==> src/assert_macros.svh <==
// ----------------------------------------------------------------------------
// Assertion macros
// Shared concurrent assertion forms used by the key event queue RTL.
// ----------------------------------------------------------------------------
`ifndef ASSERT_MACROS_SVH
`define ASSERT_MACROS_SVH

// Property checked on every rising clock edge outside reset.
`define ASSERT_CLK(label, prop, msg) \
  label: assert property (@(posedge clk) disable iff (rst) (prop)) else $error(msg);

// Implication checked in the cycle after its antecedent, outside reset.
`define ASSERT_NEXT(label, pre, post, msg) \
  label: assert property (@(posedge clk) disable iff (rst) (pre) |=> (post)) else $error(msg);

`endif

==> src/kes_pkg.sv <==
// ----------------------------------------------------------------------------
// Key event queue package
// Sizes, result codes and shared types of the key event ring queue.
// ----------------------------------------------------------------------------
`default_nettype none

package kes_pkg;

  localparam int QUEUE_SLOTS = 16;
  localparam int CELLS = QUEUE_SLOTS - 1;
  localparam int CNT_W = $clog2(QUEUE_SLOTS);

  localparam logic [15:0] TIMER_STATUS_RESET = 16'h1013;

  localparam logic FUNC_ENQUEUE = 1'b0;
  localparam logic FUNC_DEQUEUE = 1'b1;

  localparam logic [1:0] RES_DONE      = 2'd0;
  localparam logic [1:0] RES_FULL      = 2'd1;
  localparam logic [1:0] RES_DUP_TIMER = 2'd2;
  localparam logic [1:0] RES_EMPTY     = 2'd3;

  typedef struct packed {
    logic [15:0] status;
    logic [15:0] code;
  } kes_word_t;

  typedef struct packed {
    logic load;
    logic shift;
  } kes_cell_ctl_t;

endpackage

`default_nettype wire

==> src/key_event_ring_queue.sv <==
// ----------------------------------------------------------------------------
// Key event ring queue
// FIFO of key events built as a chain of cells, with the oldest event in
// cell zero, and at most one pending timer event.
// ----------------------------------------------------------------------------
// Channel   Dir  Handshake                     Payload
// s_axis    in   s_axis_tvalid/s_axis_tready   tdata code, status; tuser func
// m_axis    out  m_axis_tvalid/m_axis_tready   tdata code, status; tuser result
// cfg       in   cfg_valid/cfg_ready           cfg_data timer status
//
// Every word gives one result word. A dequeue, an enqueue refused as full and
// an enqueue of a non-timer status commit once the output register is free;
// any other enqueue of the timer status, done or refused as a duplicate, also
// waits for the pending flag to ripple through the cells.
// A result waits in the output register while m_axis_tready is low, and the
// next word is taken once that result is in the register.
// Reset is synchronous; afterwards the queue is empty and ready at once.
// ----------------------------------------------------------------------------
`default_nettype none
`include "assert_macros.svh"

module key_event_ring_queue (
  input  wire        clk,
  input  wire        rst,
  input  wire        s_axis_tvalid,
  output logic       s_axis_tready,
  input  wire [31:0] s_axis_tdata,   // key_code, key_status
  input  wire [0:0]  s_axis_tuser,   // func
  output logic       m_axis_tvalid,
  input  wire        m_axis_tready,
  output logic [31:0] m_axis_tdata,  // out_code, out_status
  output logic [1:0] m_axis_tuser,   // result_status
  input  wire        cfg_valid,
  output logic       cfg_ready,
  input  wire [15:0] cfg_data
);

  localparam logic ST_IDLE = 1'b0;
  localparam logic ST_WORK = 1'b1;

  localparam int CELLS = kes_pkg::CELLS;
  localparam int CNT_W = kes_pkg::CNT_W;

  logic                   state;
  logic                   func_q;
  kes_pkg::kes_word_t     item;
  logic [CNT_W-1:0]       count;
  logic [CNT_W-1:0]       cycles;
  logic [15:0]            timer_status;

  kes_pkg::kes_cell_ctl_t ctl       [CELLS];
  kes_pkg::kes_word_t     cell_word [CELLS];
  logic [CELLS-1:0]       cell_valid;
  logic [CELLS-1:0]       cell_carry;

  logic                   is_full;
  logic                   is_empty;
  logic                   is_timer;
  logic                   need_scan;
  logic                   out_free;
  logic                   commit;
  logic                   do_load;
  logic                   do_shift;
  logic [1:0]             res;

  assign s_axis_tready = !rst && (state == ST_IDLE);
  assign cfg_ready     = !rst;

  assign is_full   = (count == CNT_W'(CELLS));
  assign is_empty  = (count == '0);
  assign is_timer  = (item.status == timer_status);
  assign need_scan = (func_q == kes_pkg::FUNC_ENQUEUE) && !is_full && is_timer;
  assign out_free  = !m_axis_tvalid || m_axis_tready;
  assign commit    = (state == ST_WORK) && out_free
                     && (!need_scan || (cycles == CNT_W'(CELLS)));

  always_comb begin
    res      = kes_pkg::RES_DONE;
    do_load  = 1'b0;
    do_shift = 1'b0;
    if (func_q == kes_pkg::FUNC_ENQUEUE) begin
      if (is_full) begin
        res = kes_pkg::RES_FULL;
      end else if (is_timer && cell_carry[0]) begin
        res = kes_pkg::RES_DUP_TIMER;
      end else begin
        do_load = commit;
      end
    end else begin
      if (is_empty) begin
        res = kes_pkg::RES_EMPTY;
      end else begin
        do_shift = commit;
      end
    end
  end

  for (genvar i = 0; i < CELLS; i++) begin : g_cell
    kes_pkg::kes_word_t nbr_word;
    logic               nbr_valid;
    logic               nbr_carry;

    if (i == CELLS - 1) begin : g_tail
      assign nbr_word  = '0;
      assign nbr_valid = 1'b0;
      assign nbr_carry = 1'b0;
    end else begin : g_body
      assign nbr_word  = cell_word[i+1];
      assign nbr_valid = cell_valid[i+1];
      assign nbr_carry = cell_carry[i+1];
    end

    assign ctl[i].load  = do_load && (count == CNT_W'(i));
    assign ctl[i].shift = do_shift;

    kes_cell u_cell (
      .clk          (clk),
      .rst          (rst),
      .ctl          (ctl[i]),
      .timer_status (timer_status),
      .load_word    (item),
      .nbr_word     (nbr_word),
      .nbr_valid    (nbr_valid),
      .nbr_carry    (nbr_carry),
      .word         (cell_word[i]),
      .valid        (cell_valid[i]),
      .carry        (cell_carry[i])
    );
  end

  always_ff @(posedge clk) begin
    if (s_axis_tvalid && s_axis_tready) begin
      func_q <= s_axis_tuser[0];
      item   <= s_axis_tdata;
    end
    if (commit) begin
      m_axis_tuser <= res;
      m_axis_tdata <= do_shift ? cell_word[0] : 32'd0;
    end
  end

  always_ff @(posedge clk) begin
    if (rst) begin
      state         <= ST_IDLE;
      count         <= '0;
      cycles        <= '0;
      m_axis_tvalid <= 1'b0;
      timer_status  <= kes_pkg::TIMER_STATUS_RESET;
    end else begin
      if (cfg_valid && cfg_ready) begin
        timer_status <= cfg_data;
      end
      if (m_axis_tvalid && m_axis_tready) begin
        m_axis_tvalid <= 1'b0;
      end
      case (state)
        ST_IDLE: begin
          if (s_axis_tvalid) begin
            state  <= ST_WORK;
            cycles <= '0;
          end
        end
        ST_WORK: begin
          if (cycles != CNT_W'(CELLS)) begin
            cycles <= cycles + CNT_W'(1);
          end
          if (commit) begin
            state         <= ST_IDLE;
            m_axis_tvalid <= 1'b1;
            if (do_load) begin
              count <= count + CNT_W'(1);
            end else if (do_shift) begin
              count <= count - CNT_W'(1);
            end
          end
        end
        default: begin
          state <= ST_IDLE;
        end
      endcase
    end
  end

  `ASSERT_CLK(a_count_bound, count <= CNT_W'(CELLS), "queue count beyond capacity")
  `ASSERT_CLK(a_valid_count, $countones(cell_valid) == int'(count),
              "cell valid bits disagree with count")
  `ASSERT_NEXT(a_commit_result, commit, m_axis_tvalid && (state == ST_IDLE),
               "commit did not present a result")
  `ASSERT_NEXT(a_enq_grows, commit && do_load, count == $past(count) + CNT_W'(1),
               "enqueue did not grow the queue")

endmodule

`default_nettype wire

==> src/kes_cell.sv <==
// ----------------------------------------------------------------------------
// Key event queue cell
// One queue slot: holds an event, shifts toward the head on a dequeue and
// passes a timer-pending flag toward the head one cell per cycle.
// ----------------------------------------------------------------------------
`default_nettype none

module kes_cell (
  input  wire                         clk,
  input  wire                         rst,
  input  wire kes_pkg::kes_cell_ctl_t ctl,
  input  wire [15:0]                  timer_status,
  input  wire kes_pkg::kes_word_t     load_word,
  input  wire kes_pkg::kes_word_t     nbr_word,
  input  wire                         nbr_valid,
  input  wire                         nbr_carry,
  output kes_pkg::kes_word_t          word,
  output logic                        valid,
  output logic                        carry
);

  logic hit;

  assign hit = valid && (word.status == timer_status);

  always_ff @(posedge clk) begin
    if (ctl.load) begin
      word <= load_word;
    end else if (ctl.shift) begin
      word <= nbr_word;
    end
  end

  always_ff @(posedge clk) begin
    if (rst) begin
      valid <= 1'b0;
      carry <= 1'b0;
    end else begin
      if (ctl.load) begin
        valid <= 1'b1;
      end else if (ctl.shift) begin
        valid <= nbr_valid;
      end
      carry <= hit || nbr_carry;
    end
  end

endmodule

`default_nettype wire
==> config.mk <==
export PLATFORM = sky130hd
export DESIGN_NAME = key_event_ring_queue
export DESIGN_NICKNAME = d
export VERILOG_FILES = /design/src/kes_pkg.sv /design/src/key_event_ring_queue.sv /design/src/kes_cell.sv
export VERILOG_INCLUDE_DIRS = /design/src /design/src/src
export SDC_FILE = /design/constraint.sdc
export NUM_CORES = 1
export LEC_CHECK = 0
export BUFFER_PORTS_ARGS = -buffer_cell sky130_fd_sc_hd__buf_4
export CAP_MARGIN = 20
export CORE_ASPECT_RATIO = 0.9
export CORE_MARGIN = 10
export CORE_UTILIZATION = 40
export DETAILED_ROUTE_END_ITERATION = 7
export PLACE_DENSITY = 0.59
export SKIP_LAST_GASP = 1
export SLEW_MARGIN = 20
export SYNTH_ARGS = -nofsm -noshare
export SYNTH_HDL_FRONTEND = slang
export SYNTH_HIERARCHICAL = 1
export SYNTH_SLANG_ARGS = --single-unit
==> constraint.sdc <==
create_clock -name clk -period 5.5 [get_ports clk]
set_clock_uncertainty 0.05 [all_clocks]
set_input_delay 0.825 -clock clk [delete_from_list [all_inputs] [get_ports clk]]
set_output_delay 0.825 -clock clk [all_outputs]
set_load 0.005 [all_outputs]
==> qor.yml, run 1 <==
power.total_w: 0.0101
status: "completed"
insertedDiodeCount: 0
drv_slew: 0
critPathBufInv: 0
period_share_pct: 74.8
yosysTopAreaCell: "edfxtp_1"
final_common_cell: "edfxtp_1"
max_cap_viol_count: 0
cellLeakagePower_nw: 10.8
rows: 91
rsz0062_at_grt: "no"
drive_above_1_share_pct: 37.4
crit_type: "reg -> reg"
worstSkewPairLatency_ns: 0.61
slew-limit-headroom_pct: 28.2
worstMarginPinSlew_ns: 1.08
path_delay_family: "simple AND/OR/NAND/NOR gates"
ant_nets: 0
finalHoldViolations: 0
port_buffers: 90
track_usage_pct: 14.4
syn-instance-count: 1747
max-vdd-ir-drop_mv: 0.171
cts-hold-fix-buffers: 0
cp_slowest_stage_delay_ns: 0.89
drt_iter0_drc: 848
final_core_utilization_pct: 46.2
clockBufferDepth: 3
layout.nets: 1955
wl_per_cell_um: 20.2
worstPathRequired_ns: 5.68
h-tree-depth: 3
path_cells: "xnor2_1 -> nand4_1 -> nor4_4 -> a21oi_2 -> nand2_1 -> nor2_4 -> or2_2"
dieWidth_um: 297
cp_max_fo: 34
crit_path_start_kind: "register"
cts_buffers: 67
start_util_pct: 40.4
gp_congestion: 0.779
max_freq_mhz: 243
dp_hpwl_um: 39700
fin_setup_tns_ns: 0
post_cts_buffers: 0
arrival_ns: 4.29
cts_sinks: 603
ys_seq_area_share_pct: 63.4
slowest_stage: "nor2_4"
syn_area_per_cell_um2: 15.8
grt_pass1_wl_um: 92800
dieArea_mm2: 0.0801
vias: 14600
cts_tree: "done"
totalWireLength_um: 58200
grt_overflow: 0
drt-pass1-iter-count: 5
die_h_um: 269
synthTopCellsByArea: "edfxtp_1 59%, mux2_2 20%, xor2_1 7.1%"
core-area_mm2: 0.0685
drc: 0
ys_types: 41
final_cell_mix: "547 x edfxtp_1, 481 x mux2_2, 225 x xor2_1"
post_cts_resized: 0
yosys_warnings: 6
syn_area_mm2: 0.0277
antenna_found_initial: 0
cts_root_buf: "clkbuf_16"
grt_pass1_vias: 15500
clkSlewWorstSetupHoldPaths_ns: 0.06
cp-end-kind: "register"
hold_class: "in -> reg"
io_pins: 91
synth_seq_cells: 603
drt-vias-per-instance: 5.06
finalSetupViolCount: 0
power.density_mw_per_mm2: 320
grt_max_degree: 71
yosysTopAreaCellShare_pct: 59.4
area_growth_pct: 14.6
period_minus_slack_ns: 4.11
[Yosys cell counts]
| library cell | instances |
|---|---|
| a32o_1 | 1 |
| ha_1 | 5 |
| buf_4 | 30 |
| nand3_1 | 21 |
| inv_1 | 21 |
| o21a_1 | 1 |
| a31oi_1 | 1 |
| a22oi_2 | 1 |
| nor3_1 | 23 |
| clkbuf_1 | 7 |
| dfxtp_1 | 56 |
| nor3_2 | 1 |
| a21boi_0 | 1 |
| mux2_1 | 1 |
| mux2_2 | 481 |
| o21bai_1 | 1 |
| nand2b_1 | 3 |
| nand4_1 | 6 |
| and4b_1 | 1 |
| o22ai_1 | 15 |
| nand4b_1 | 15 |
| xnor2_1 | 32 |
| mux2i_1 | 16 |
| nor4_4 | 1 |
| a32oi_1 | 1 |
| nor2b_1 | 16 |
| or2_2 | 15 |
| nor4_1 | 46 |
| a211oi_1 | 16 |
| conb_1 | 1 |
| edfxtp_1 | 547 |
| a21o_1 | 2 |
| a21oi_1 | 6 |
| and2_1 | 33 |
| nand2_1 | 13 |
| xor2_1 | 225 |
| buf_2 | 32 |
| a21oi_2 | 1 |
| buf_1 | 1 |
| and3_4 | 1 |
| nor2_1 | 50 |
[metal layers]
metal	vias up	track usage (%)	wire length [µm]
li1	6844	-	-
met2	255	22.4	26100
met1	7411	20.6	29000
met5	-	0	0
met3	76	2.55	2110
met4	0	3.76	1040
[layout make-up]
type,instances,area [µm²]
fill,5999,36900
sequential,603,17500
multi-input combinational,1086,9830
clock buffer,96,1890
tap,930,1160
timing repair buffer,117,878
clock inverter,27,298
inverter,21,78.8
[final timing paths]
path / start / end / slack (ns) / cells after the start
max: item[23] / g_cell[10].u_cell/word[8] / 1.39 / 7
min: s_axis_tdata[14] / item[14] / 0.34 / 1
max reg2reg: item[23] / g_cell[10].u_cell/word[8] / 1.39 / 7
min reg2reg: g_cell[2].u_cell/carry / g_cell[1].u_cell/carry / 0.40 / 2
[flip-flops by register name, indices dropped and copies added, names as in the netlist]
signal               count
count                    4
g_cell.u_cell/word     480
item                    32
m_axis_tuser             2
m_axis_tvalid            1
state                    1
g_cell.u_cell/valid     15
m_axis_tdata            32
cycles                   4
g_cell.u_cell/carry     15
timer_status            16
func_q                   1
[power by group]
| group | total, W | switching [W] | internal [W] | leakage (nW) |
|---|---|---|---|---|
| Sequential | 0.00521 | 0.000105 | 0.00511 | 5.42 |
| Clock | 0.00444 | 0.00181 | 0.00264 | 1.05 |
| Combinational | 0.000483 | 0.000274 | 0.000210 | 4.32 |
| Total | 0.0101 | 0.00218 | 0.00795 | 10.8 |
[cell families after synthesis]
family                     synth area share, %
DFF                                       63.4
muxes                                     20.2
xor gates and xnor gates                  8.14
and+or+nand+nor                           5.01
buffers and inverters                     1.79
AOI/OAI and AO/OA                         1.19
adders and majority gates                0.226
other                                   0.0136
[through the flow]
step | setup slack, ns | instances | hold slack [ns] | instance area [µm²]
floorplan | 2.16 | 1780 | 0.384 | 27800
global placement | 1.44 | 2757 | 0.392 | 29500
detailed placement | 1.39 | 2757 | 0.397 | 29500
CTS | 1.39 | 2880 | 0.305 | 31700
global route | 1.14 | 2880 | 0.311 | 31700
finish | 1.39 | 2880 | 0.340 | 31700
(Power assumes the default switching activity.)
==> inputs of run 2 (changes only) <==
- ABC_AREA: default -> 1
- clock period: 5.5 -> 4.3 ns (I/O delays scaled with it)
==> qor.yml, run 2 <==
synth_seq_cells: 603
cts_sinks: 603
synth_edf_count: 547
arrival_ns: 3.79
path_delay_family: "simple AND/OR/NAND/NOR gates"
area_growth_pct: 13.6
grt_pass1_vias: 19900
finalHoldViolations: 0
track_usage_pct: 14.9
yosys_warnings: 6
multi_input_area_mm2: 0.0102
cpMostUsedCell: "nand2_1"
final_cell_mix: "1,910 x nand2_1, 547 x edfxtp_1, 418 x inv_1"
ys_seq_area_share_pct: 58.8
post_cts_resized: 0
clockBufferDepth: 3
max_freq_mhz: 280
gp_congestion: 0.834
drive_above_1_share_pct: 8.40
dieWidth_um: 308
yosysTopAreaCell: "edfxtp_1"
path_cells: "nand2_1 -> nand2_1 -> nor2_1 -> nand2_1 -> nor2_4 -> nand3_2 -> nand2_2 -> nor2_2 -> nand2_1 -> nor2_2 -> buf_4 -> inv_2 -> nand2_1 -> buf_4"
syn_area_per_cell_um2: 8.21
period_minus_slack_ns: 3.57
crit_type: "reg -> reg"
antenna_found_initial: 1
reg_top3: "g_cell.u_cell/word (480), item (32), m_axis_tdata (32)"
status: "completed"
start_util_pct: 40.6
cts_root_buf: "clkbuf_16"
syn_area_mm2: 0.0298
drt-pass1-iter-count: 7
slew-limit-headroom_pct: 42.5
insertedDiodeCount: 0
drt-vias-per-instance: 4.47
power.total_w: 0.0129
drc: 0
grt_max_degree: 37
cellLeakagePower_nw: 15.4
grt_pass1_wl_um: 104000
fill_cells: 6988
cp-end-kind: "register"
final_common_cell: "nand2_1"
layout.nets: 3842
drt_iter0_drc: 1321
clkSlewWorstSetupHoldPaths_ns: 0.06
wl_per_cell_um: 13.6
cts-hold-fix-buffers: 0
yosysTopAreaCellShare_pct: 55.1
dominantRegCellSynth: "edfxtp_1"
core-area_mm2: 0.0735
largest_register_ffs: 480
max_cap_viol_count: 0
pwr-share-seq_pct: 52.5
synth_common_cells: "1,910 x nand2_1, 547 x edfxtp_1, 418 x inv_1"
synthArstFlopShare_pct: 0
worstSkewPairLatency_ns: 0.64
worstMarginPinSlew_ns: 0.863
p_switching_w: 0.00299
worstPathRequired_ns: 4.52
crit_path_start_kind: "register"
slowest_stage: "edfxtp_1"
rows: 94
ys_types: 27
period_share_pct: 82.9
dp_hpwl_um: 48800
cp_max_fo: 34
yosysMostFrequentCell: "nand2_1"
p_comb_share_pct: 7.1
cp_slowest_stage_delay_ns: 0.91
grt_overflow: 0
port_buffers: 90
h-tree-depth: 2
dieArea_mm2: 0.0859
cts_tree: "done"
power.density_mw_per_mm2: 381
cts_buffers: 61
die_h_um: 279
critPathBufInv: 3
finalSetupViolCount: 0
final_core_utilization_pct: 46.1
ff_latch_area_mm2: 0.0175
post_cts_buffers: 0
drv_slew: 0
switching_share_pct: 23.2
totalWireLength_um: 65100
io_pins: 91
fin_setup_tns_ns: 0
max-vdd-ir-drop_mv: 0.320
syn-instance-count: 3634
ant_nets: 0
vias: 21400
hold_class: "in -> reg"
power.share.clock_pct: 40.4
p_int_w: 0.00991
max_flop_register: "g_cell.u_cell/word"
synthTopCellsByArea: "edfxtp_1 55%, nand2_1 24%, inv_1 5.3%"
rsz0062_at_grt: "no"
run 2: cell count changes after synthesis, sizes merged, moves of 20 or more:
cell | before | now
inv | 21 | 438
nor2 | 50 | 266
nand2 | 13 | 1913
buf | 63 | 109
mux2 | 482 | 0
nor3 | 24 | 4
nand3 | 21 | 72
and2 | 33 | 0
xor2 | 225 | 20
nor4 | 47 | 0
o21ai | 0 | 85
a21oi | 7 | 56
run 2: worst paths after layout:
kind,from,to,slack [ns],cells past startpoint
min reg2reg,g_cell[8].u_cell/carry,g_cell[7].u_cell/carry,0.38,2
max reg2reg,item[23],g_cell[10].u_cell/word[5],0.73,14
max,item[23],g_cell[10].u_cell/word[5],0.73,14
min,s_axis_tdata[27],item[27],0.13,1
run 2: cell type report:
cell class              count  area share, %
flip-flops and latches    603           51.8
clock buffers              79           4.98
repair buffers            168           3.80
multi-input cells        2511           30.2
inverters                 438           4.85
clock inverters            34          0.813
well taps                 960           3.55
run 2: kinds of logic after synthesis:
family,count (synthesis),share of synthesized area (%)
xor gates and xnor gates,50,1.47
and+or+nand+nor,2257,28.9
AOI/OAI and AO/OA,165,3.16
DFF,603,58.8
buffers and inverters,553,7.42
other,1,0.0126
adders and majority gates,5,0.210
run 2: power by group through the flow:
stage | registers (W) | clock network (W) | logic (W)
final | 0.00677 | 0.00522 | 0.000916
after detailed placement | 0.00689 | 0 | 0.000918
after floorplan | 0.00689 | 0 | 0.000548
after global placement | 0.00689 | 0 | 0.000903
after global routing | 0.00679 | 0.00558 | 0.00106
after CTS | 0.00677 | 0.00534 | 0.000922
run 2: worst register-to-register path, cell delays in order, from the launching register on:
cell and delay (ns):
edfxtp_1 0.91, nand2_1 0.12, nand2_1 0.10, nor2_1 0.04, nand2_1 0.09, nor2_4 0.06, nand3_2 0.09, nand2_2 0.09
nor2_2 0.29, nand2_1 0.28, nor2_2 0.14, buf_4 0.32, inv_2 0.17, nand2_1 0.09, buf_4 0.35
run 2: routing by layer:
metal	global-route usage (%)	vias to the layer above	share of wire, %
met4	4.00	0	2.0
met1	21.2	9432	50
li1	-	11500	-
met5	0	-	0
met2	23.4	395	43
met3	2.35	91	4.7
run 2: stage by stage:
stage | setup slack (ns) | cells | hold WS (ns) | area [µm²]
final | 0.735 | 4793 | 0.135 | 33900
after floorplan | 0.715 | 3667 | 0.370 | 29900
after CTS | 0.753 | 4792 | 0.105 | 33900
after global routing | 0.411 | 4793 | 0.107 | 33900
after global placement | 0.849 | 4679 | 0.382 | 31900
after detailed placement | 0.804 | 4679 | 0.381 | 31900
==> inputs of run 3 (changes only) <==
- PLACE_DENSITY: 0.59 -> 0.61
- clock period: 4.3 -> 3 ns (I/O delays scaled with it)
==> qor.yml, run 3 (synthesis gave the netlist of run 2 again) <==
post_cts_buffers: 0
drive_above_1_share_pct: 9.25
vias: 21600
clockBufferDepth: 3
max_flop_register: "g_cell.u_cell/word"
final_common_cell: "nand2_1"
rrSetupSlack_ns: 0.18
grt_pass1_wl_um: 106000
dieWidth_um: 308
min_from: "cfg_data[12]"
core-area_mm2: 0.0735
gp_congestion: 0.820
start_util_pct: 40.6
hold_class: "in -> reg"
worst_r2r_endpoint: "g_cell[13].u_cell/word[4]"
port_buffers: 90
p_int_w: 0.0144
finalHoldViolations: 0
die_h_um: 279
area_growth_pct: 15.6
final_cell_mix: "1,895 x nand2_1, 547 x edfxtp_1, 418 x inv_1"
antenna_found_initial: 5
max_cap_viol_count: 0
insertedDiodeCount: 0
pwr-share-seq_pct: 51.8
worstSkewPairLatency_ns: 0.59
crit_type: "reg -> reg"
dieArea_mm2: 0.0859
ff2ff_path_depth: 12
cp_max_fo: 24
layout.nets: 3890
drt-vias-per-instance: 4.46
worstPathRequired_ns: 3.24
crit_path_start_kind: "register"
cellLeakagePower_nw: 15.6
dp_hpwl_um: 49600
drt_iter0_drc: 1382
slew-limit-headroom_pct: 50.2
rows: 94
grt_max_degree: 37
worstMarginPinSlew_ns: 0.746
io_pins: 91
reg_top3: "g_cell.u_cell/word (480), item (32), m_axis_tdata (32)"
finalSetupViolCount: 0
switching_share_pct: 23.0
rsz0062_at_grt: "no"
track_usage_pct: 15.2
period_minus_slack_ns: 2.82
h-tree-depth: 3
drc: 0
fin_setup_tns_ns: 0
p_switching_w: 0.00430
power.share.clock_pct: 40.7
drt-pass1-iter-count: 7
wl_per_cell_um: 13.4
cts_buffers: 66
power.density_mw_per_mm2: 542
pre_cts_ws_ns: 0.227
grt_pass1_vias: 20400
reg2reg_from: "count[0]"
cts_tree: "done"
hold_path_end: "timer_status[12]"
power.total_w: 0.0187
period_share_pct: 93.9
clkSlewWorstSetupHoldPaths_ns: 0.06
totalWireLength_um: 65000
grt_overflow: 0
cts_sinks: 603
arrival_ns: 3.06
ant_nets: 0
hold_depth: 3
cts_root_buf: "clkbuf_16"
drv_slew: 0
fin_ws_ns: 0.183
p_comb_share_pct: 7.5
max-vdd-ir-drop_mv: 0.373
largest_register_ffs: 480
cp-end-kind: "register"
status: "completed"
max_freq_mhz: 355
run 3: power groups by stage:
stage	Sequential (W)	Combinational [W]	Clock, W
2_1_floorplan	0.00988	0.000788	0
3_3_place_gp	0.00985	0.00135	0
3_5_place_dp	0.00985	0.00138	0
4_1_cts	0.00968	0.00141	0.00780
5_1_grt	0.00971	0.00160	0.00816
6_report	0.00968	0.00140	0.00761
run 3: per-layer routing:
layer | track usage, % | vias to the layer above | part of all wire [%]
met5 | 0 | - | 0
met3 | 2.78 | 93 | 5.2
met4 | 3.98 | 0 | 2.0
met1 | 21.4 | 9458 | 49
met2 | 23.9 | 431 | 43
li1 | - | 11600 | -
run 3: worst max-delay path by stage:
stage	from	to	slack, ns	depth (start not counted)
after CTS	item[21]	g_cell[14].u_cell/word[2]	0.20	14
after global placement	item[21]	g_cell[13].u_cell/word[2]	0.23	14
final	count[0]	g_cell[13].u_cell/word[4]	0.18	12
after floorplan	item[28]	g_cell[8].u_cell/word[0]	0.12	15
after detailed placement	item[21]	g_cell[14].u_cell/word[2]	0.23	14
after global routing	item[21]	g_cell[13].u_cell/word[7]	0.02	14
run 3: worst max-delay path: stages, from the launching register on:
cell     delay (ns)
dfxtp_1        0.40
ha_1           0.24
nand3_1        0.13
nand2_1        0.11
nor2_1         0.05
nand3_2        0.09
nand2_2        0.09
nor2_2         0.25
nand2_1        0.28
nor2_2         0.41
inv_2          0.11
nand2_2        0.11
buf_12         0.17
run 3: final cells by class:
cell class / instances / area [µm²]
clock inverter: 34 / 203
clock buffer: 82 / 1810
sequential: 603 / 17600
inverter: 438 / 1650
timing repair buffer: 211 / 1780
tap: 960 / 1200
multi-input combinational: 2511 / 10300
fill: 6907 / 39000
run 3: metrics by stage:
stage	util, %	cell area, µm²	hold WS [ns]	std cells
after floorplan	-	30000	0.370	3667
after global placement	43.8	32200	0.381	4700
after detailed placement	43.8	32200	0.384	4700
after CTS	46.9	34500	0.00872	4839
after global routing	46.9	34500	0.0275	4839
final	46.9	34500	0.0453	4839
run 3: repair_timing:
item,4_1_cts,5_1_grt
setup endpoints to repair,0,10
endpoints found under the hold margin,23,0
resized for setup,0,1
hold buffers,23,0
